<file path="config.mk">
export PLATFORM = sky130hd
export DESIGN_NAME = c3v_tap_cell
export DESIGN_NICKNAME = d
export VERILOG_FILES = /design/src/hdl/c3v_pkg.sv /design/src/hdl/c3v_tap_cell.sv
export SDC_FILE = /design/constraint.sdc
export NUM_CORES = 1
export LEC_CHECK = 0
export BUFFER_PORTS_ARGS = -buffer_cell sky130_fd_sc_hd__buf_4
export CORE_UTILIZATION = 32
export CTS_CLUSTER_SIZE = 8
export DETAILED_ROUTE_END_ITERATION = 7
export GPL_TIMING_DRIVEN = 1
export HOLD_SLACK_MARGIN = 0.06
export SLEW_MARGIN = 25
export SYNTH_ARGS = -nofsm -noshare
export SYNTH_HDL_FRONTEND = slang
export SYNTH_SLANG_ARGS = --single-unit
</file>
<file path="constraint.sdc">
create_clock -name clk_i -period 7.2 [get_ports clk_i]
set_input_delay 0.36 -clock clk_i [delete_from_list [all_inputs] [get_ports clk_i]]
set_output_delay 0.36 -clock clk_i [all_outputs]
set_load 0.05 [all_outputs]
</file>
<file path="src/hdl/c3v_pkg.sv">
`default_nettype none
package c3v_pkg;

  localparam int COEF_BITS     = 16;
  localparam int KERNEL_BITS   = 3 * COEF_BITS;
  localparam int ROW_BITS      = 16;
  localparam int FW_BITS       = 7;
  localparam int CFG_DATA_BITS = 64;
  localparam int CFG_ADDR_BITS = 6;
  localparam int FIFO_DEPTH    = 8;

  localparam logic [FW_BITS-1:0]  FRAME_WIDTH_RESET  = FW_BITS'(4);
  localparam logic [ROW_BITS-1:0] FRAME_HEIGHT_RESET = ROW_BITS'(4);

  typedef enum logic [2:0] {
    REG_KERNEL_TOP    = 3'd0,
    REG_KERNEL_MID    = 3'd1,
    REG_KERNEL_BOTTOM = 3'd2,
    REG_FRAME_WIDTH   = 3'd3,
    REG_FRAME_HEIGHT  = 3'd4
  } reg_idx_e;

endpackage
`default_nettype wire

</file>
<file path="src/hdl/c3v_tap_cell.sv">
`default_nettype none
module c3v_tap_cell
  import c3v_pkg::*;
#(
  parameter int SAMPLE_BITS = 16
) (
  input  wire logic                                clk_i,
  input  wire logic                                rst_ni,
  input  wire logic                                shift_i,
  input  wire logic signed [SAMPLE_BITS-1:0]       tap_i,
  input  wire logic signed [COEF_BITS-1:0]         coef_i,
  output logic signed      [SAMPLE_BITS-1:0]       tap_o,
  output logic signed      [SAMPLE_BITS+COEF_BITS-1:0] prod_o
);

  logic signed [SAMPLE_BITS-1:0] tap_q;
  logic signed [SAMPLE_BITS+COEF_BITS-1:0] prod_q;

  always_ff @(posedge clk_i or negedge rst_ni) begin
    if (!rst_ni) begin
      tap_q <= '0;
    end else if (shift_i) begin
      tap_q <= tap_i;
    end
  end

  // The product is registered, so it follows the tap in the cycle after.
  always_ff @(posedge clk_i) begin
    prod_q <= tap_q * coef_i;
  end

  assign tap_o  = tap_q;
  assign prod_o = prod_q;

endmodule
`default_nettype wire

</file>
==> flow_summary_export.csv <==
group,metric,value,unit
logic_synthesis,synth_compound_area_share,4.466,%
worst_setup_path,r2r_end,"prod_o[29]",
worst_setup_path,crit_path_end_kind,"register",
cts,cts_resized,0,
logic_synthesis,synth_seq_area_share,9.430,%
worst_setup_path,worstPathRequired,7390,ps
finish,area_delta_synth_final,11.71,%
sta,hold_viol,0,
routing,drc,0,
finish,drive_gt1_share,9.909,%
finish,nets,1589,
worst_hold_path,hold_class,"in -> reg",
global_routing,grt_pass1_wl,43.47,mm
sta,timing.slew.headroom,42.79,%
sta,slew_viol_final,0,
cts,numCtsBuffers,5,
sta,worst_slew_pin_slew,858.2,ps
cts,holdBufCountCts,1,
placement,io_buffers,82,
cts,clk_path_buf_depth,2,
floorplanning,core,33700,µm²
sta,rsz0062_at_grt,"no",
logic_synthesis,netlist_area,11040,µm²
cts,clkLatencyLatePin,310,ps
logic_synthesis,ys_warn_count,0,
routing,finalWirelength,26.29,mm
routing,top_layer_used,"met4",
worst_setup_path,crit-reg2reg-launch,"tap_o[15]",
logic_synthesis,yosysTopAreaCellShare,47.51,%
routing,wl_met3,1.188,mm
floorplanning,io_pins,83,
floorplanning,die_y,187.7,µm
sta,setup_viol_count_final,0,
placement,place_congestion,0.8274,
logic_synthesis,synth_top_family_by_area,"adder cells",
cts,cts_setup_buffers,0,
logic_synthesis,yosysTopAreaCell,"fa_1",
routing,wl_per_cell,15.85,µm
sta,setup_tns,0,ps
flow_run,maxCapViolations,0,
logic_synthesis,avgSynthCellArea,9.658,µm²
outcome,status,"finished, final reports clean",
sta,clock_skew,8.902,ps
global_routing,grt_pass1_vias,8395,
sta,timing.hold.ws,289.4,ps
worst_setup_path,cp.arrival,6910,ps
routing,met2_wirelength,14.24,mm
routing,via_count,7712,
logic_synthesis,synthFlopType,"dfxtp_1",
global_routing,grt-ovfl-total,0,
logic_synthesis,ys_seq_elements,48,
worst_hold_path,min_from,"tap_i[12]",
cts,cts_sinks,48,
floorplanning,initial_core_util,32.76,%
logic_synthesis,synth-async-reset-ratio,33.33,%
sta,post-route-period-util,93.43,%
logic_synthesis,ys_types,49,
logic_synthesis,syn-num-nets,1522,
worst_hold_path,min_to,"tap_o[12]",
floorplanning,die_w,187.7,µm
worst_hold_path,whs_path_depth,2,
logic_synthesis,synth_fa_ha_area_share,56.81,%
worst_setup_path,reg2regPathDepth,17,
floorplanning,die-area,35240,µm²
sta,clock.fmax,148.7,MHz
logic_synthesis,synth-simple-area-share,14.02,%
routing,drtPass1Iterations,4,
cts,cts_tree,"built",
routing,drt_iter0_markers,251,
placement,hpwl,22.17,mm
global_routing,antenna_found_initial,0,
routing,drt-met1-wl,10.33,mm
cts,clk_pin_slew,70,ps
worst_setup_path,r2r_slack,470,ps
logic_synthesis,synthTopCellsByArea,"fa_1 48%, inv_1 9.8%, ha_1 9.3%, and2_1 7.0%, dfxtp_1 5.8%",
worst_setup_path,crit_fanout,18,
global_routing,grtUsageTotal,15.75,%
worst_setup_path,path_class,"reg -> reg",
cts,cts_root_buffer,"clkbuf_16",
logic_synthesis,synth-xor-area-share,2.697,%
logic_synthesis,synth_edf_count,0,
finish,antennaDiodeCount,0,
sta,min_period,6727,ps
global_routing,grt_max_degree,19,
cts,htree_num_levels,2,
routing,ant_nets,0,
routing,vias_per_cell,4.649,
logic_synthesis,synthMuxAreaShare,1.632,%
worst_setup_path,start_kind,"register",
floorplanning,row_count,67,
logic_synthesis,syn_inst,1143,
-- critical path, cell delays in order (launching register included) --
cell      delay (ps)
dfrtp_1          760
nand2_1          200
inv_1            170
fa_1             560
fa_1             850
fa_1             510
fa_1             510
fa_1             500
inv_1             50
fa_1             470
inv_1             40
ha_1             340
a21oi_1          220
nand3b_1         130
a211o_1          310
and3_4           200
a221o_1          400
o311ai_1         370
-- registers in the layout (all words and copies together) (netlist names) --
register and count:
prod_o 32, tap_o 16
-- metrics by stage --
step                      utilization, %  setup slack, ps  std cells  area (µm²)
after global routing               36.59            116.1       1659       12330
final                              36.59            473.3       1659       12330
after detailed placement           36.11            508.6       1650       12170
after global placement             36.11            579.9       1650       12170
after floorplan                        -            897.4       1143       11040
after CTS                          36.59            457.7       1659       12330
-- worst max path at each step --
stage | startpoint | to | slack [ps] | depth (start not counted)
2_1_floorplan | tap_o[15] | prod_o[31] | 900 | 19
3_3_place_gp | tap_o[15] | prod_o[29] | 580 | 17
3_5_place_dp | tap_o[15] | prod_o[31] | 510 | 18
4_1_cts | tap_o[15] | prod_o[31] | 460 | 18
5_1_grt | tap_o[15] | prod_o[31] | 120 | 18
6_report | tap_o[15] | prod_o[29] | 470 | 17
-- synthesized netlist by cell type (all sizes together) (4+ instances only) --
library cell,n
clkbuf,31
nor2,25
a21o,11
and3,6
nand2b,8
xnor2,28
xor2,6
dfrtp,16
a31oi,4
inv,288
a21oi,23
and2,124
dfxtp,32
ha,82
fa,262
mux2,16
nand2,127
o21ai,10
-- logic make-up after synthesis --
kind of cell,count (synthesis)
AO/OA/AOI/OAI,73
multiplexers,16
flip-flops,48
XOR/XNOR,34
buffers and inverters,322
adder cells (fa/ha/maj),344
AND/OR/NAND/NOR,306
-- cell usage in the layout, fill, tap and decap left out, drive strengths merged, types with 23 or more instances in the layout --
cell   netlist  routed
xnor2       28      28
a21oi       23      23
and2       124     124
ha          82      82
nor2        25      25
inv        288     288
dfxtp       32      32
buf          3      93
nand2      127     127
fa         262     262
-- area by class of cell --
type / instances / area (µm²)
Tap cell: 448 / 560.5
Sequential cell: 48 / 1041
Fill cell: 3463 / 21370
Inverter: 288 / 1081
Clock inverter: 1 / 8.758
Timing Repair Buffer: 94 / 708.2
Clock buffer: 7 / 142.6
Multi-Input combinational cell: 773 / 8790
-- routing by layer --
metal	vias to the layer above	GRT usage (%)
met4	0	3.502
li1	3490	-
met1	4015	19.56
met3	34	2.134
met2	173	28.82
met5	-	0
Power is not shown: default switching activity piles up to over one toggle a cycle in this logic, so the estimate is an artifact.
