==> src/hdl/c3v_ram.sv <==
`default_nettype none
module c3v_ram #(
  parameter int WIDTH = 16,
  parameter int DEPTH = 64
) (
  input  wire logic                     clk_i,
  input  wire logic                     we_i,
  input  wire logic [$clog2(DEPTH)-1:0] waddr_i,
  input  wire logic [WIDTH-1:0]         wdata_i,
  input  wire logic                     re_i,
  input  wire logic [$clog2(DEPTH)-1:0] raddr_i,
  output logic      [WIDTH-1:0]         rdata_o
);

  logic [WIDTH-1:0] mem_q [DEPTH];

  always_ff @(posedge clk_i) begin
    if (we_i) begin
      mem_q[waddr_i] <= wdata_i;
    end
    if (re_i) begin
      rdata_o <= mem_q[raddr_i];
    end
  end

endmodule
`default_nettype wire

==> config.mk <==
export PLATFORM = sky130hd
export DESIGN_NAME = c3v_ram
export DESIGN_NICKNAME = d
export VERILOG_FILES = /design/src/hdl/c3v_ram.sv
export SDC_FILE = /design/constraint.sdc
export NUM_CORES = 1
export LEC_CHECK = 0
export BUFFER_PORTS_ARGS = -buffer_cell sky130_fd_sc_hd__buf_2
export CELL_PAD_IN_SITES_DETAIL_PLACEMENT = 1
export CELL_PAD_IN_SITES_GLOBAL_PLACEMENT = 1
export CORE_MARGIN = 10
export CORE_UTILIZATION = 40
export CTS_CLUSTER_SIZE = 40
export DETAILED_ROUTE_END_ITERATION = 8
export PLACE_DENSITY_LB_ADDON = 0.1
export REMOVE_ABC_BUFFERS = 1
export SKIP_LAST_GASP = 1
export SYNTH_ARGS = -nofsm -noshare
export SYNTH_HDL_FRONTEND = slang
export SYNTH_SLANG_ARGS = --single-unit
==> constraint.sdc <==
create_clock -name clk_i -period 3.3 [get_ports clk_i]
set_input_delay 0.495 -clock clk_i [delete_from_list [all_inputs] [get_ports clk_i]]
set_output_delay 0.495 -clock clk_i [all_outputs]
set_load 0.1 [all_outputs]
==> qor.csv, run 1 <==
metric,value,unit
finalNonFillerCells,3451,
worst_setup_path_startpoint,raddr_i[2],
detailroute.via_count,19542,
synth.top_cell.area_share,0.777,
firstDrtPassIters,5,
finalHoldViolCount,0,
post_synth_most_frequent_cells,"edfxtp_1, mux4_2, mux2i_1",
h-tree-depth,3,
clkTransAtPathRegs,60,ps
worstPathRequired,3720,ps
maxCapViolCount,0,
num-nets-final,2103,
layout_min_cycle_time,2530,ps
final_wl,111,mm
ios,47,
synth_adder_area_share,0,
main_combinational_cell_family_by_area_after_synthesis,multiplexers,
antenna_violations_before_repair,12,
hold_class,in -> reg,
post_synth.cell_area_avg,22.0,sq um
pwr_density_cell,605,nW/um^2
ctsLongestPathBuffers,3,
yosys-top-cells-area,"edfxtp_1, mux4_2, mux2i_1",
grt_start_max_net_pins,65,
end_kind,register,
synth_simple_gate_area_share,0.0264,
path_max_fanout,31,
slew_viol_final,0,
result_of_the_run,finished clean,
cp-start-kind,primary input,
leakage,14.8,nW
post_synth_inst_count,1829,
cts_post_setup_buffers_inserted,0,
worst-endpoint-arrival,2950,ps
unrepaired_setup_endpoints_after_global_routing,no,
via_count_of_the_first_global_routing_pass,20603,
worstMarginPinSlew,1200,ps
seq_area_frac_synth,0.777,
die-height,337,um
setup.worst_path.class,in -> reg,
antenna_violating_nets_post_route,0,
synthArstFlopShare,0,
tritoncts,built,
dp.final_hpwl,68.7,mm
clock_latency_at_the_later_pin_of_the_worst_skew_pair,690,ps
finalSetupTns,0,ps
cts_resized,0,
maxSlewHeadroom,0.200,
synth_top_flop_cell,edfxtp_1,
core_region_area,99900,sq um
yosysWarningCount,0,
detail_route.drc_violations,0,
first_pass_grt_wire_length,157,mm
worst_r2r_start,mem_q[4][1],
tritoncts.num_buffers,109,
clockRootBuffer,clkbuf_16,
grt-ovfl-total,0,
worst_ir_drop_vdd,461,uV
post-route-period-util,0.766,
ratio_of_cells_with_drive_above_1_in_the_final_layout,0.291,
std_cell_rows,116,
synth_compound_gate_area_share,0.0240,
synth-edff-count,1040,
synth_area,40200,sq um
synth.most_common_cell,edfxtp_1,
initial_core_util,0.403,
detail_route.iter0.violations,1853,
die_w,337,um
postSynthRegisterBits,1040,
cts_hold_buf,0,
finalSetupViolCount,0,
grt_use_total,0.196,
cts_num_sinks,1040,
timing.hold.worst.start,wdata_i[15],
final.setup_skew,38.5,ps
route.detailed.vias_per_inst,5.66,
flow.area_growth_from_synthesis,15.3,%
port_buffer_count,46,
yosys-mux-area-fraction,0.155,
die_area,114000,sq um
post-place-cells,3259,
synth.distinct_cells,42,
wl_per_cell,32.1,um
place.gp.congestion,0.783,
synth_xor_xnor_area_share,0,
post-synth-top-area-cell,edfxtp_1,
fmaxAchievable,395,MHz
-- metal layers --
layer / track usage / share of wire / vias up / wire (um)
met2: 0.313 / 0.48 / 531 / 52900
met5: 0 / 0.00056 / - / 62
met1: 0.275 / 0.44 / 10659 / 49000
met3: 0.0342 / 0.053 / 149 / 5820
li1: - / - / 8193 / -
met4: 0.0535 / 0.027 / 10 / 2950
-- cell families after synthesis --
family | Yosys count
AOI/OAI and AO/OA | 129
DFF | 1040
muxes | 336
buffers and inverters | 104
and+or+nand+nor | 220
-- metrics by stage --
| stage | instance area [sq um] | setup WS, ps | hold slack (ps) | power, mW | utilization |
|---|---|---|---|---|---|
| final | 46300 | 771 | 306 | 28.0 | 0.464 |
| after global routing | 46300 | 639 | 287 | 28.9 | 0.464 |
| after global placement | 43000 | 61.0 | 952 | 16.6 | 0.431 |
| after floorplan | 39500 | 923 | 594 | 15.6 | - |
| after CTS | 46300 | 813 | 281 | 28.3 | 0.464 |
| after detailed placement | 43000 | 80.3 | 955 | 16.7 | 0.431 |
-- sequential cells by signal, summed over array words and instances, names as in the netlist --
signal and count:
rdata_o 16, mem_q 1024
-- report_power, final --
| part | internal (mW) | switching (mW) | total (mW) |
|---|---|---|---|
| Clock | 6.72 | 4.96 | 11.7 |
| Sequential | 14.7 | 0.0496 | 14.7 |
| Combinational | 0.558 | 1.09 | 1.64 |
-- placed cells by master (no fill, tap or decap), drive strengths merged, types with 8 or more instances in the layout --
cell       n
nand2     60
buf      236
a211oi     8
mux2      27
mux2i     85
nand4     12
a311oi     8
a22oi     39
edfxtp  1040
nand3     24
nor2      74
a211o      8
a31oi      8
o21ai      8
nor2b     30
clkbuf   134
clkinv    44
bufinv     8
mux4     224
a21oi     17
a221oi    16
-- critical path, cell delays in order --
cell and delay [ps]:
buf_8 320, nor2b_1 610, a22oi_1 190, a41oi_1 570, o21ai_0 410, and4_1 310
-- final cells by class --
type / instances / area [sq um]
diodes: 2 / 5.00
clock buffers: 134 / 2860
clock inverters: 56 / 475
fillers: 9007 / 53500
multi-input cells: 685 / 8250
flip-flops and latches: 1040 / 31200
well taps: 1298 / 1620
repair buffers: 236 / 1900
-- path summary, 6_finish.rpt --
| kind | end | slack, ps | depth (start not counted) |
|---|---|---|---|
| setup / recovery | rdata_o[2] | 770 | 6 |
| hold / removal | mem_q[45][15] | 310 | 1 |
| setup reg to reg | rdata_o[1] | 1080 | 6 |
| hold reg to reg | rdata_o[12] | 960 | 4 |
Power figures use the tool's default switching activity.
==> inputs of run 2 (changes only) <==
- clock period: 3.3 -> 2.5 ns (I/O delays scaled with it)
==> qor.csv, run 2 (same netlist as run 1, synthesis figures left out) <==
metric,value,unit
final.setup_skew,34.1,ps
timing.critical_path.slowest_cell_delay,480,ps
timing.critical_path.cells,mux4_2 > nor2b_1 > a211o_1 > a31oi_1 > buf_4 > a311oi_1,
layout_min_cycle_time,2310,ps
die-height,337,um
cts_post_setup_buffers_inserted,0,
post-place-cells,3318,
ratio_of_cells_with_drive_above_1_in_the_final_layout,0.313,
final.fill_count,9013,
die_area,114000,sq um
via_count_of_the_first_global_routing_pass,21011,
firstDrtPassIters,5,
worst_r2r_start,mem_q[11][13],
result_of_the_run,finished clean,
grt-ovfl-total,0,
grt_start_max_net_pins,65,
slew_viol_final,0,
worstMarginPinSlew,886,ps
unrepaired_setup_endpoints_after_global_routing,no,
initial_core_util,0.403,
worst_ir_drop_vdd,471,uV
end_kind,register,
finalHoldViolCount,0,
setup.worst_path.class,reg -> reg,
largestRegisters,"mem_q x1024, rdata_o x16",
ios,47,
path_max_fanout,1,
ctsLongestPathBuffers,3,
port_buffer_count,46,
seq_area,31200,sq um
tritoncts.num_buffers,109,
core_region_area,99900,sq um
tritoncts,built,
place.gp.congestion,0.811,
timing.critical_path.max_delay_family,compound AO/OA/AOI/OAI gates,
hold-worst-slack,218,ps
leakage,15.2,nW
h-tree-depth,3,
layout_common_cells,"edfxtp_1, mux4_2, buf_4",
finalNonFillerCells,3525,
clock_latency_at_the_later_pin_of_the_worst_skew_pair,700,ps
cp.buffers_inverters,1,
timing.hold.worst.start,wdata_i[4],
post-route-period-util,0.924,
maxSlewHeadroom,0.409,
antenna_violating_nets_post_route,0,
wl_per_cell,31.8,um
dp.final_hpwl,71.2,mm
first_pass_grt_wire_length,160,mm
finalSetupViolCount,0,
cts_hold_buf,0,
worst-endpoint-arrival,2720,ps
crit_path_top_delay_cell,mux4_2,
area_occupied_by_multi_input_gates,8250,sq um
num-nets-final,2162,
hold_class,in -> reg,
max_reg_flops,1024,
maxCapViolCount,0,
die_w,337,um
worstPathRequired,2910,ps
route.detailed.vias_per_inst,5.64,
regMostFlops,mem_q,
detail_route.iter0.violations,2007,
report.power.total,37.2,mW
detail_route.drc_violations,0,
fmaxAchievable,433,MHz
cp-start-kind,register,
worst_setup_path_startpoint,mem_q[11][13],
grt_use_total,0.199,
final_core_utilization,0.474,
clockRootBuffer,clkbuf_16,
final_wl,112,mm
cts_resized,0,
cts_num_sinks,1040,
pwr_density_cell,787,nW/um^2
layout_commonest_cell,edfxtp_1,
flow.area_growth_from_synthesis,17.6,%
antenna_violations_before_repair,12,
clkTransAtPathRegs,60,ps
std_cell_rows,116,
detailroute.via_count,19874,
[run 2: cell types whose count changed in the layout (fill, tap and decap cells not counted)]
cell and change:
diode_2 +3, buf_4 +24, clkbuf_1 +8, clkbuf_16 +1
clkinv_1 -7, clkinv_2 +9, bufinv_16 -1, clkinv_4 +1
buf_12 +35, clkinvlp_4 +2, clkinv_8 -1
[run 2: power breakdown]
group | internal (mW) | switching (mW)
Combinational | 0.832 | 1.44
Sequential | 19.3 | 0.0580
Clock | 8.90 | 6.63
Total | 29.1 | 8.13
[run 2: layout make-up]
type | instances | area share
diodes | 5 | 0.000265
clock inverters | 59 | 0.00998
flip-flops and latches | 1040 | 0.660
well taps | 1298 | 0.0343
clock buffers | 143 | 0.0617
repair buffers | 295 | 0.0587
multi-input cells | 685 | 0.174
[run 2: path summary, 6_finish.rpt]
path	to	slack [ps]	cells past startpoint
max	rdata_o[13]	190	6
min	mem_q[54][4]	220	2
max reg2reg	rdata_o[13]	190	6
min reg2reg	rdata_o[10]	970	4
[run 2: layer usage]
| metal | GRT usage | part of all wire | wire length (um) | vias to the layer above |
|---|---|---|---|---|
| met5 | 0 | 0.00024 | 27 | - |
| met4 | 0.0467 | 0.019 | 2090 | 4 |
| met3 | 0.0285 | 0.055 | 6110 | 131 |
| met2 | 0.326 | 0.49 | 54800 | 560 |
| met1 | 0.278 | 0.44 | 49000 | 10856 |
| li1 | - | - | - | 8323 |
[run 2: per-stage QoR]
stage               cell area (sq um)  worst slack, ps  TNS, ps
detailed placement              43900             -501    -4620
global placement                43900             -515    -4450
floorplan                       39500              243        0
global route                    47300              138        0
CTS                             47300              208        0
finish                          47300              191        0
==> inputs of run 3 (changes only) <==
- BUFFER_PORTS_ARGS: -buffer_cell sky130_fd_sc_hd__buf_2 -> -buffer_cell sky130_fd_sc_hd__buf_4
==> qor.csv, run 3 (same netlist as run 1, synthesis figures left out) <==
metric,value,unit
result_of_the_run,finished clean,
crit_path_top_delay_cell,a221oi_1,
firstDrtPassIters,5,
clkTransAtPathRegs,60,ps
internal-power,28.8,mW
worstPathRequired,2920,ps
detail_route.drc_violations,0,
cp_common_cell,buf_4,
finalSetupViolCount,0,
post-route-period-util,0.961,
layout_commonest_cell,edfxtp_1,
worst_setup_path_startpoint,raddr_i[0],
antenna_violating_nets_post_route,0,
worstMarginPinSlew,938,ps
setup_ws,97.3,ps
flow.area_growth_from_synthesis,17.9,%
leakage,15.4,nW
fmaxAchievable,416,MHz
comb_power_share,0.063,
detail_route.iter0.violations,1936,
detailroute.via_count,19843,
core_region_area,99900,sq um
wl_per_cell,31.0,um
grt_use_total,0.194,
die_w,337,um
ios,47,
cp-start-kind,primary input,
layout_common_cells,"edfxtp_1, buf_4, mux4_2",
worst_ir_drop_vdd,574,uV
sequentialPowerShare,0.524,
place.gp.congestion,0.773,
hold-worst-slack,129,ps
dp.final_hpwl,68.9,mm
via_count_of_the_first_global_routing_pass,20884,
timing.critical_path.cells,buf_8 > buf_12 > buf_4 > mux4_2 > mux2_2 > a221oi_1 > buf_4 > a311oi_1,
ratio_of_cells_with_drive_above_1_in_the_final_layout,0.321,
max_reg_flops,1024,
switching_power,8.19,mW
regMostFlops,mem_q,
route.detailed.vias_per_inst,5.57,
final_wl,110,mm
first_pass_grt_wire_length,157,mm
final.fill_count,9075,
path_max_fanout,22,
clock_latency_at_the_later_pin_of_the_worst_skew_pair,690,ps
layout_min_cycle_time,2400,ps
initial_core_util,0.403,
largestRegisters,"mem_q x1024, rdata_o x16",
end_kind,register,
pwr_density_cell,781,nW/um^2
cts_hold_buf,0,
num-nets-final,2198,
clock_power_share,0.412,
finalHoldViolCount,0,
unrepaired_setup_endpoints_after_global_routing,no,
ctsLongestPathBuffers,3,
die-height,337,um
final.setup_skew,28.1,ps
std_cell_rows,116,
power.switching_fraction,0.221,
hold_class,in -> reg,
slew_viol_final,0,
die_area,114000,sq um
worst-endpoint-arrival,2820,ps
worst_r2r_start,mem_q[62][3],
pre_cts_setup_slack,-712,ps
report.power.total,37.0,mW
grt_start_max_net_pins,65,
cts_resized,0,
setup.worst_path.class,in -> reg,
cts_num_sinks,1040,
port_buffer_count,46,
h-tree-depth,3,
tritoncts.num_buffers,113,
maxSlewHeadroom,0.375,
maxCapViolCount,0,
grt-ovfl-total,0,
tritoncts,built,
cts_post_setup_buffers_inserted,0,
clockRootBuffer,clkbuf_16,
timing.hold.worst.start,re_i,
timing.critical_path.slowest_cell_delay,680,ps
antenna_violations_before_repair,10,
-- run 3: worst paths after layout --
check	endpoint	slack [ps]	cells after the start
max	rdata_o[3]	100	8
min	rdata_o[12]	130	1
max reg2reg	rdata_o[3]	130	5
min reg2reg	rdata_o[9]	970	3
-- run 3: final cells by class --
cell class	count	area (sq um)	area share
sequential	1040	31200	0.659
clock buffer	150	3050	0.0644
antenna	3	7.51	0.000158
timing repair buffer	327	2940	0.0620
tap	1298	1620	0.0343
clock inverter	60	302	0.00636
multi-input combinational	685	8250	0.174
-- run 3: metrics by stage --
stage	util	instances	setup TNS [ps]	area, sq um
final	0.475	3563	0	47400
after global routing	0.475	3560	0	47400
after CTS	0.475	3560	0	47400
after detailed placement	0.441	3350	-5660	44000
after global placement	0.441	3350	-5480	44000
after floorplan	-	1725	0	39500
-- run 3: power groups by stage --
stage	Sequential, mW	Clock (mW)	Combinational [mW]
floorplan	19.9	0	0.716
global placement	19.8	0	2.35
detailed placement	19.8	0	2.39
CTS	19.4	15.6	2.39
global route	19.4	16.3	2.48
finish	19.4	15.3	2.34
-- run 3: routing by layer --
metal  GRT usage  vias to the layer above  part of all wire
met2       0.314                      490              0.48
li1            -                     8394                 -
met3      0.0347                      167             0.050
met1       0.269                    10778              0.44
met4      0.0552                       14             0.027
met5           0                        -           0.00082
-- run 3: worst max-delay path, delay by kind of cell --
kind	cells	cell delay, ps
mux	2	800
compound gates	2	720
buf+inv	4	900
