`src/hdl/c3v_adder_tree.sv`:
```
`default_nettype none
module c3v_adder_tree #(
  parameter int PROD_BITS = 32
) (
  input  wire logic                        clk_i,
  input  wire logic signed [PROD_BITS-1:0] prod_i [9],
  output logic signed      [PROD_BITS+3:0] sum_o
);

  logic signed [PROD_BITS+1:0] row_d [3];
  logic signed [PROD_BITS+1:0] row_q [3];
  logic signed [PROD_BITS+3:0] sum_d;
  logic signed [PROD_BITS+3:0] sum_q;

  always_comb begin
    for (int r = 0; r < 3; r++) begin
      row_d[r] = (PROD_BITS+2)'(prod_i[3*r]) + (PROD_BITS+2)'(prod_i[3*r+1])
               + (PROD_BITS+2)'(prod_i[3*r+2]);
    end
    sum_d = (PROD_BITS+4)'(row_q[0]) + (PROD_BITS+4)'(row_q[1])
          + (PROD_BITS+4)'(row_q[2]);
  end

  always_ff @(posedge clk_i) begin
    row_q <= row_d;
    sum_q <= sum_d;
  end

  assign sum_o = sum_q;

endmodule
`default_nettype wire

```
`config.mk`:
```
export PLATFORM = sky130hd
export DESIGN_NAME = c3v_adder_tree
export DESIGN_NICKNAME = d
export VERILOG_FILES = /design/src/hdl/c3v_adder_tree.sv
export SDC_FILE = /design/constraint.sdc
export NUM_CORES = 1
export LEC_CHECK = 0
export ABC_AREA = 1
export BUFFER_PORTS_ARGS = -buffer_cell sky130_fd_sc_hd__buf_2
export CAP_MARGIN = 10
export CELL_PAD_IN_SITES_DETAIL_PLACEMENT = 0
export CELL_PAD_IN_SITES_GLOBAL_PLACEMENT = 2
export CORE_MARGIN = 1
export CORE_UTILIZATION = 31
export CTS_CLUSTER_DIAMETER = 200
export DETAILED_ROUTE_END_ITERATION = 8
export GPL_TIMING_DRIVEN = 0
export PLACE_DENSITY_LB_ADDON = 0.12
export SYNTH_ARGS = -nofsm -noshare
export SYNTH_HDL_FRONTEND = slang
export SYNTH_SLANG_ARGS = --single-unit
```
`constraint.sdc`:
```
create_clock -name clk_i -period 3.15 [get_ports clk_i]
set_input_delay 0.1575 -clock clk_i [delete_from_list [all_inputs] [get_ports clk_i]]
set_output_delay 0.1575 -clock clk_i [all_outputs]
set_load 0.02 [all_outputs]
```
==> metrics.txt, run 1 <==
largest net degree at the start of global routing=17; Initial DRC Count=882; Worst Path Max Fanout=3; Fmax=0.351 GHz; Reg2Reg Depth=12; Die Span Y=219 um; CP Class=reg2reg; clk slew on worst S/H paths=60 ps; dpl hpwl=44.3 mm; syn_area_per_cell=6.92 um^2; Critical Path Sink=sum_o[31]; Post-CTS Resized=0; # Post-CTS Setup Buffers=0; Synthesis Warnings=0; initial antenna violation count=0; Core Rows=79; Avg WL per Cell=15.8 um; crit share post-route=90.3%; DR top layer=met4; area grow syn2layout=20.7%; Worst setup EP type=flop; Tightest Pin Transition=493 ps; via count=14181; worst reg2reg endpoint=sum_o[31]; gp weighted congestion=0.920; LEAKAGE=9.46 nW; layout cell share with drive strength beyond 1=17.1%; Final Max Tran Viols=0; Synth Cell Area=14600 um^2; die area=47900 um^2; largest cells by area after synthesis=dfxtp_1 (19%), fa_1 (18%), nand2_1 (17%); Clock Skew=12.4 ps; type of the worst min-delay path=in2reg; post-synthesis cell type count=29; H-Tree Depth=4; DRT Wirelength=48.6 mm; post-synthesis mux area share=0%; CTS Hold Bufs=0; Required @ worst endpoint=3470 ps; core footprint=46500 um^2; Yosys top cell area share=19.0%; RSZ-0062 raised after global routing=no; Top-Level Pins=325; Reg area=2760 um^2; Max Cap Viol=0; top cell type by total area after synthesis=dfxtp_1; clock latency on the worst-skew pair=420 ps; power density over cell area=1130 nW/um^2; sequential area share after synthesis=19.0%; xor/xnor share of the synthesized area=3.73%; total congestion overflow=0; crit path from=row_q[35]; # fillers=5089; Tmin final=2850 ps; n_diodes=0; Syn Nets=2659; Seq cells post-synth=138; Rel. slew slack=66.8%; post-synthesis cell count=2106; first-pass GRT wire length=75.2 mm; worst reg2reg setup slack=300 ps; M1 WL=25.0 mm; vias in the first global route=13731; clk root buf=clkbuf_16; Num CTS Buffers=17; Post-Synth Simple-Gate Area=30.2%; worst hold slack=112 ps; met3 routed WL=2.01 mm; area of the multi-input gates=10600 um^2; clock tree sinks=138; largest family of logic cells by synthesized area=simple AND/OR/NAND/NOR gates; Total GRT Usage=20.6%; worst r2r src=row_q[35]; VDD IR max=0.725 mV; Final setup viols=0; crit path DAT=3160 ps; die extent in x=219 um; Setup TNS Final=0 ps; Port Buffers=324; DR pass1 iterations=6; DRC=0; CP Launch Type=flop; TritonCTS clock tree=built; Final ANT Viol Nets=0; # nets final=3002; status=completed; Synth Area in Compound Gates=9.03%; met2 routed WL=20.9 mm; Fin. Hold Viols=0; vias per cell=4.62; synthesized-area fraction occupied by adder cells=29.6%; Initial Util=31.4%; Clock Path Buffers=2
[where the power goes]
group          leakage, nW  total, mW  switching [mW]  internal, mW
clock                0.309       2.13           0.794          1.34
sequential            1.16       3.26           0.513          2.75
combinational         7.98       14.5            9.66          4.88
[cells by family (layout without fill, tap and decap cells)]
| group | Yosys count | count (layout) |
|---|---|---|
| flops | 138 | 138 |
| compound gates | 244 | 244 |
| buf+inv | 331 | 687 |
| simple gates | 1067 | 1067 |
| xor+xnor | 62 | 62 |
| fa+ha+maj | 264 | 264 |
[layer usage]
metal,GRT usage [%],vias up
met3,2.08,25
met2,32.0,336
met5,0,-
li1,-,7302
met1,30.6,6518
met4,4.17,0
[state kept, by name, summed over array words and instances (netlist names)]
name,cells
row_q,102
sum_o,36
[synth_stat cells]
cell and instances:
nand2_1 645, inv_1 330, nor2_1 213, dfxtp_1 138, a21oi_1 135, fa_1 134, ha_1 130, nand3_1 86
o21ai_0 75, xor2_1 59, nand2_2 44, nor3_1 38, nand4_1 25, o21bai_1 16, a21o_1 7, a21oi_2 6
nor2_2 6, nand3_2 4, xnor2_1 3, a21boi_0 2, nor2_4 2, a31oi_1 1, and2_1 1, inv_2 1
nand3b_1 1, nor3_2 1, nor4_1 1, o211ai_1 1, o21bai_2 1
[worst max-delay path, cell delays in order, from the launching register on]
cell and delay, ps:
dfxtp_1 360, fa_1 520, ha_1 210, inv_1 80, fa_1 460, inv_1 150, nand3_1 140, o211ai_1 310
nand2_1 120, nand2_2 130, nand2_1 120, nand3_1 90, nand2_1 50
[per-stage QoR]
| step | util [%] | power [mW] | instances | area (um^2) | setup slack (ps) |
|---|---|---|---|---|---|
| after CTS | 37.9 | 20.1 | 3069 | 17600 | 245 |
| final | 37.9 | 19.9 | 3069 | 17600 | 304 |
| after detailed placement | 36.5 | 17.8 | 3037 | 17000 | 272 |
| after global routing | 37.9 | 22.1 | 3069 | 17600 | 46.0 |
| after global placement | 36.5 | 17.9 | 3037 | 17000 | 252 |
| after floorplan | - | 13.2 | 2106 | 14600 | 789 |
[cell usage in the layout (no fill, tap or decap), drive strengths merged]
| cell | instances |
|---|---|
| o21bai | 17 |
| fa | 134 |
| clkbuf | 17 |
| o211ai | 1 |
| a21o | 7 |
| clkinvlp | 1 |
| nor3 | 39 |
| a31oi | 1 |
| nand4 | 25 |
| bufinv | 4 |
| o21ai | 75 |
| a21boi | 2 |
| clkinv | 5 |
| a21oi | 141 |
| xnor2 | 3 |
| nand2 | 689 |
| inv | 336 |
| buf | 324 |
| and2 | 1 |
| nand3b | 1 |
| nand3 | 90 |
| dfxtp | 138 |
| nor2 | 221 |
| xor2 | 59 |
| nor4 | 1 |
| ha | 130 |
[area by class of cell]
| cell class | instances | area share, % |
|---|---|---|
| multi-input cells | 1637 | 60.1 |
| clock buffers | 17 | 2.42 |
| inverters | 331 | 7.06 |
| repair buffers | 324 | 9.22 |
| well taps | 607 | 4.32 |
| flip-flops and latches | 138 | 15.7 |
| clock inverters | 15 | 1.20 |
[how the worst min path moves through the flow]
stage,from,endpoint,slack (ps),cells past startpoint
2_1_floorplan,prod_i[64],row_q[0],430,3
3_3_place_gp,prod_i[256],row_q[68],550,4
3_5_place_dp,prod_i[161],row_q[35],540,3
4_1_cts,prod_i[64],row_q[0],90,4
5_1_grt,prod_i[160],row_q[34],120,4
6_report,prod_i[64],row_q[0],110,4
No activity file was read; power rests on OpenSTA's default activity.
==> run 2, diff against run 1 <==
- GPL_TIMING_DRIVEN: 0 -> not set
- MAX_ROUTING_LAYER: not set -> met4
==> run 2 against run 1 <==
  * Sequential share of layout area rose by 0.052 points
  * Critical path depth did not move
  * Clock power fell by 6%
  * Worst hold slack got worse by 7.7 ps
  * Power barely moved
  * Critical endpoint is now sum_o[23]
  * Largest cell class unchanged
  * Highest routed layer unchanged
==> metrics.txt, run 2 (synthesis results as in run 1) <==
RSZ-0062 raised after global routing=no; register with the highest flop count=row_q; Die Span Y=219 um (unchanged); CTS Hold Bufs=0 (unchanged); most frequent CP cell=nand2_1; Final Max Tran Viols=0 (unchanged); first-pass GRT wire length=78.5 mm (+4.4%); area grow syn2layout=20.3%; CP Class=reg2reg; initial antenna violation count=0 (unchanged); die extent in x=219 um (unchanged); Num CTS Buffers=17 (unchanged); Clock Skew=16.2 ps (+3.80 ps); die area=47900 um^2 (unchanged); clk slew on worst S/H paths=60 ps (about the same); Max Cap Viol=0 (unchanged); Final Non-Filler Cells=3068 (-0.033%); VDD IR max=0.715 mV (-1.3%); clk root buf=clkbuf_16; via count=14188 (+0.049%); layout cell share with drive strength beyond 1=17.0% (-0.074 points); most frequent cells in the layout=nand2_1 (645), inv_1 (330), buf_2 (324), nor2_1 (213), dfxtp_1 (138); power density over cell area=1140 nW/um^2 (+0.25%); Setup TNS Final=0 ps (unchanged); LEAKAGE=9.43 nW (-0.34%); crit share post-route=85.6% (-4.8 points); leading cell type in the layout, fill and taps excluded=nand2_1; Crit-path slowest cell=fa_1; worst path bufs/invs=2 (unchanged); Tmin final=2690 ps (-151 ps); Top delay family on crit path=adder cells; clock latency on the worst-skew pair=430 ps (about the same); vias per cell=4.62 (about the same); Core Rows=79 (unchanged); Final ANT Viol Nets=0 (unchanged); DRC=0 (unchanged); Avg WL per Cell=16.5 um (+4.5%); Rel. slew slack=68.9% (+2.2 points); Fin. Hold Viols=0 (unchanged); Post-CTS Resized=0 (unchanged); clock tree sinks=138 (unchanged); Cells after DPL=3037 (unchanged); Initial DRC Count=885 (+0.34%); Crit path largest cell delay=530 ps (about the same); DR pass1 iterations=7 (+1); largest net degree at the start of global routing=17 (unchanged); Worst Path Max Fanout=3 (unchanged); Fmax=0.371 GHz (+5.6%); # Post-CTS Setup Buffers=0 (unchanged); DRT Wirelength=50.7 mm (+4.5%); Clock Path Buffers=2 (unchanged); crit path DAT=3000 ps (-160 ps); TritonCTS clock tree=built; Required @ worst endpoint=3460 ps (about the same); # nets final=3002 (unchanged); core footprint=46500 um^2 (unchanged); gp weighted congestion=0.905 (-1.6%); status=completed; Top-Level Pins=325 (unchanged); Final setup viols=0 (unchanged); Total GRT Usage=22.4% (+1.8 points); Port Buffers=324 (unchanged); max FFs per register=102 (unchanged); # fillers=5104 (+0.29%); total congestion overflow=0 (unchanged); Initial Util=31.4% (unchanged); H-Tree Depth=4 (unchanged); Tightest Pin Transition=466 ps (-27.4 ps); Worst setup EP type=flop; n_diodes=0 (unchanged); vias in the first global route=13910 (+1.3%); crit-path cells=fa_1 > ha_1 > inv_1 > fa_1 > inv_1 > nand3_1 > o211ai_1 > nand2_1 > nand2_2 > nand2_1 > nand3_1 > nand2_1; dpl hpwl=46.2 mm (+4.5%); CP Launch Type=flop; type of the worst min-delay path=in2reg
## run 2: changes by cell type in the layout (fill, tap and decap cells not counted), sizes merged
cell	before	now
clkinvlp	1	3
clkbuf	17	19
clkinv	5	2
bufinv	4	2
## run 2: path summary, 6_finish.rpt
kind	start	to	slack, ps	cells past startpoint
worst max-delay path	row_q[1]	sum_o[23]	460	12
worst min-delay path	prod_i[256]	row_q[68]	100	4
worst max register to register	row_q[1]	sum_o[23]	460	12
worst min register to register	row_q[68]	sum_o[0]	580	3
## run 2: per-layer routing
metal | wire [um] | vias up | part of all wire, % | GRT usage, %
met5 | 0 | - | 0 | -
met2 | 21700 | 330 | 43 | 33.4
li1 | - | 7303 | - | -
met1 | 26400 | 6532 | 52 | 32.9
met4 | 599 | 0 | 1.2 | 3.63
met3 | 1950 | 23 | 3.8 | 2.33
## run 2: stage by stage
stage               util [%]  hold slack [ps]  worst slack, ps  power (mW)  instance area [um^2]
floorplan                  -              425              789        13.2                 14600
global placement        36.5              548              243        18.0                 17000
detailed placement      36.5              547              270        18.0                 17000
CTS                     37.7             90.3              449        20.0                 17500
global route            37.7              117              265        22.1                 17500
finish                  37.7              105              455        19.9                 17500
## run 2: worst register-to-register path: stages (launching register included)
cell,delay (ps)
dfxtp_1,320
fa_1,530
ha_1,190
inv_1,80
fa_1,460
inv_1,130
nand3_1,130
o211ai_1,290
nand2_1,110
nand2_2,130
nand2_1,80
nand3_1,70
nand2_1,60
## run 2: where the power goes
part / internal (mW) / switching [mW]
Combinational: 4.89 / 9.70
Sequential: 2.75 / 0.572
Clock: 1.19 / 0.809
Total: 8.83 / 11.1
## run 2: cell type report
cell class | count | area [um^2] | share of cell area [%]
inverter | 331 | 1240 | 7.08
sequential | 138 | 2760 | 15.8
tap | 607 | 759 | 4.33
timing repair buffer | 324 | 1620 | 9.25
multi-input combinational | 1637 | 10600 | 60.3
clock inverter | 12 | 136 | 0.778
clock buffer | 19 | 443 | 2.53
==> run 3, diff against run 2 <==
- CORE_MARGIN: 1 -> 2
- clock period: 3.15 -> 2.95 ns (I/O delays scaled with it)
==> run 3 against run 2 <==
  * Worst hold slack worse by 3.8 ps
  * Sequential share of layout area hardly changed
  * Maximum frequency is 0.91% higher
  * Cell area is 0.16% higher
  * Register-to-register slack worse by 180 ps
  * Sequential power is 6.6% higher
  * Power is 6.8% higher
  * First-iteration DRC count is 5.0% higher
  * Critical path depth stayed put
  * Clock power is 9% higher
==> metrics.txt, run 3 (synthesis results as in run 1) <==
first-pass GRT wire length=80.5 mm (+2.5%); crit path from=row_q[1]; vias per cell=4.61 (-0.24%); total congestion overflow=0 (unchanged); Worst Path Max Fanout=3 (unchanged); n_diodes=0 (unchanged); max FFs per register=102 (unchanged); Setup TNS Final=0 ps (unchanged); Tightest Pin Transition=437 ps (-29.1 ps); final core utilization=37.8% (+0.059 points); Combinational Power Share=73.1% (-0.2 points); area grow syn2layout=20.5%; TritonCTS clock tree=built; Worst setup EP type=flop; Initial Util=31.4% (unchanged); Psw=11.8 mW (+6.6%); power share of the clock group=10.2% (+0.2 points); DRT Wirelength=51.1 mm (+0.70%); Reg power frac=16.7% (about the same); clk slew on worst S/H paths=60 ps (about the same); CP Class=reg2reg; Initial DRC Count=929 (+5.0%); via count=14163 (-0.18%); Final setup viols=0 (unchanged); internal power=9.46 mW (+7.1%); Sw Share=55.5% (-0.12 points); Post-CTS Resized=0 (unchanged); dpl cell area=17000 um^2 (about the same); fin worst setup slack=279 ps (-176 ps); most frequent cells in the layout=nand2_1 (645), inv_1 (330), buf_2 (324), nor2_1 (213), dfxtp_1 (138); Die Span Y=221 um (+0.91%); Tmin final=2670 ps (-24.2 ps); # Post-CTS Setup Buffers=0 (unchanged); largest net degree at the start of global routing=17 (unchanged); gp weighted congestion=0.895 (-1.1%); Clock Path Buffers=2 (unchanged); type of the worst min-delay path=in2reg; Cells after DPL=3038 (+0.033%); post-layout power=21.3 mW (+6.8%); core footprint=46500 um^2 (unchanged); Final ANT Viol Nets=0 (unchanged); Avg WL per Cell=16.6 um (+0.64%); crit share post-route=90.5% (+5.0 points); Top-Level Pins=325 (unchanged); layout cell share with drive strength beyond 1=17.1% (+0.11 points); Max Cap Viol=0 (unchanged); Final Cell Area=17600 um^2 (+0.16%); Rel. slew slack=70.6% (+1.6 points); # fillers=5145 (+0.80%); VDD IR max=0.827 mV (+16%); Fmax=0.374 GHz (+0.91%); # nets final=3003 (+0.033%); LEAKAGE=9.44 nW (+0.14%); worst hold slack=101 ps (-3.85 ps); worst reg2reg endpoint=sum_o[23]; vias in the first global route=14287 (+2.7%); dpl hpwl=46.6 mm (+0.84%); Total GRT Usage=21.9% (-0.50 points); clock latency on the worst-skew pair=430 ps (about the same); initial antenna violation count=0 (unchanged); clk root buf=clkbuf_16; register with the highest flop count=row_q; Core Rows=79 (unchanged); Reg2Reg Depth=12 (unchanged); CTS Hold Bufs=0 (unchanged); crit path DAT=3000 ps (about the same); die area=48800 um^2 (+1.8%); DR pass1 iterations=6 (-1); die extent in x=221 um (+0.91%); H-Tree Depth=4 (unchanged); Fin. Hold Viols=0 (unchanged); Final Max Tran Viols=0 (unchanged); RSZ-0062 raised after global routing=no; Port Buffers=324 (unchanged); status=completed; leading cell type in the layout, fill and taps excluded=nand2_1; worst r2r src=row_q[1]; power density over cell area=1210 nW/um^2 (+6.6%); DRC=0 (unchanged); Critical Path Sink=sum_o[23]; Required @ worst endpoint=3280 ps (-180 ps); Num CTS Buffers=17 (unchanged); Place WS=282 ps (+11.9 ps); clock tree sinks=138 (unchanged); Clock Skew=10.3 ps (-5.90 ps); worst reg2reg setup slack=280 ps (-180 ps); Final Non-Filler Cells=3070 (+0.065%); CP Launch Type=flop
[run 3: power by group through the flow]
stage	sequential, mW	clock (mW)	combinational [mW]
3_3_place_gp	3.63	0	15.6
5_1_grt	3.65	2.32	17.7
4_1_cts	3.60	2.24	15.6
3_5_place_dp	3.64	0	15.5
2_1_floorplan	3.64	0	10.5
6_report	3.54	2.18	15.5
[run 3: layout make-up]
type | count | area, um^2 | area share [%]
repair buffers | 325 | 1630 | 9.27
flip-flops and latches | 138 | 2760 | 15.7
multi-input cells | 1637 | 10600 | 60.2
clock inverters | 14 | 160 | 0.912
clock buffers | 18 | 439 | 2.50
inverters | 331 | 1240 | 7.07
well taps | 607 | 759 | 4.32
[run 3: worst max-delay path, stage by stage (launching register included)]
cell,delay (ps)
dfxtp_1,310
fa_1,530
ha_1,190
inv_1,70
fa_1,470
inv_1,130
nand3_1,110
o211ai_1,310
nand2_1,110
nand2_2,120
nand2_1,80
nand3_1,70
nand2_1,50
[run 3: metal layers]
layer,wire (um),vias to the layer above,global-route usage (%)
met3,2460,20,2.32
met5,0,-,-
met4,394,0,3.20
met1,26000,6450,31.8
li1,-,7307,-
met2,22200,386,33.4
[run 3: worst min-delay path by stage]
stage / startpoint / to / slack (ps) / cells past startpoint
2_1_floorplan: prod_i[64] / row_q[0] / 420 / 3
3_3_place_gp: prod_i[256] / row_q[68] / 540 / 4
3_5_place_dp: prod_i[256] / row_q[68] / 550 / 4
4_1_cts: prod_i[256] / row_q[68] / 80 / 4
5_1_grt: prod_i[256] / row_q[68] / 110 / 4
6_report: prod_i[256] / row_q[68] / 100 / 4
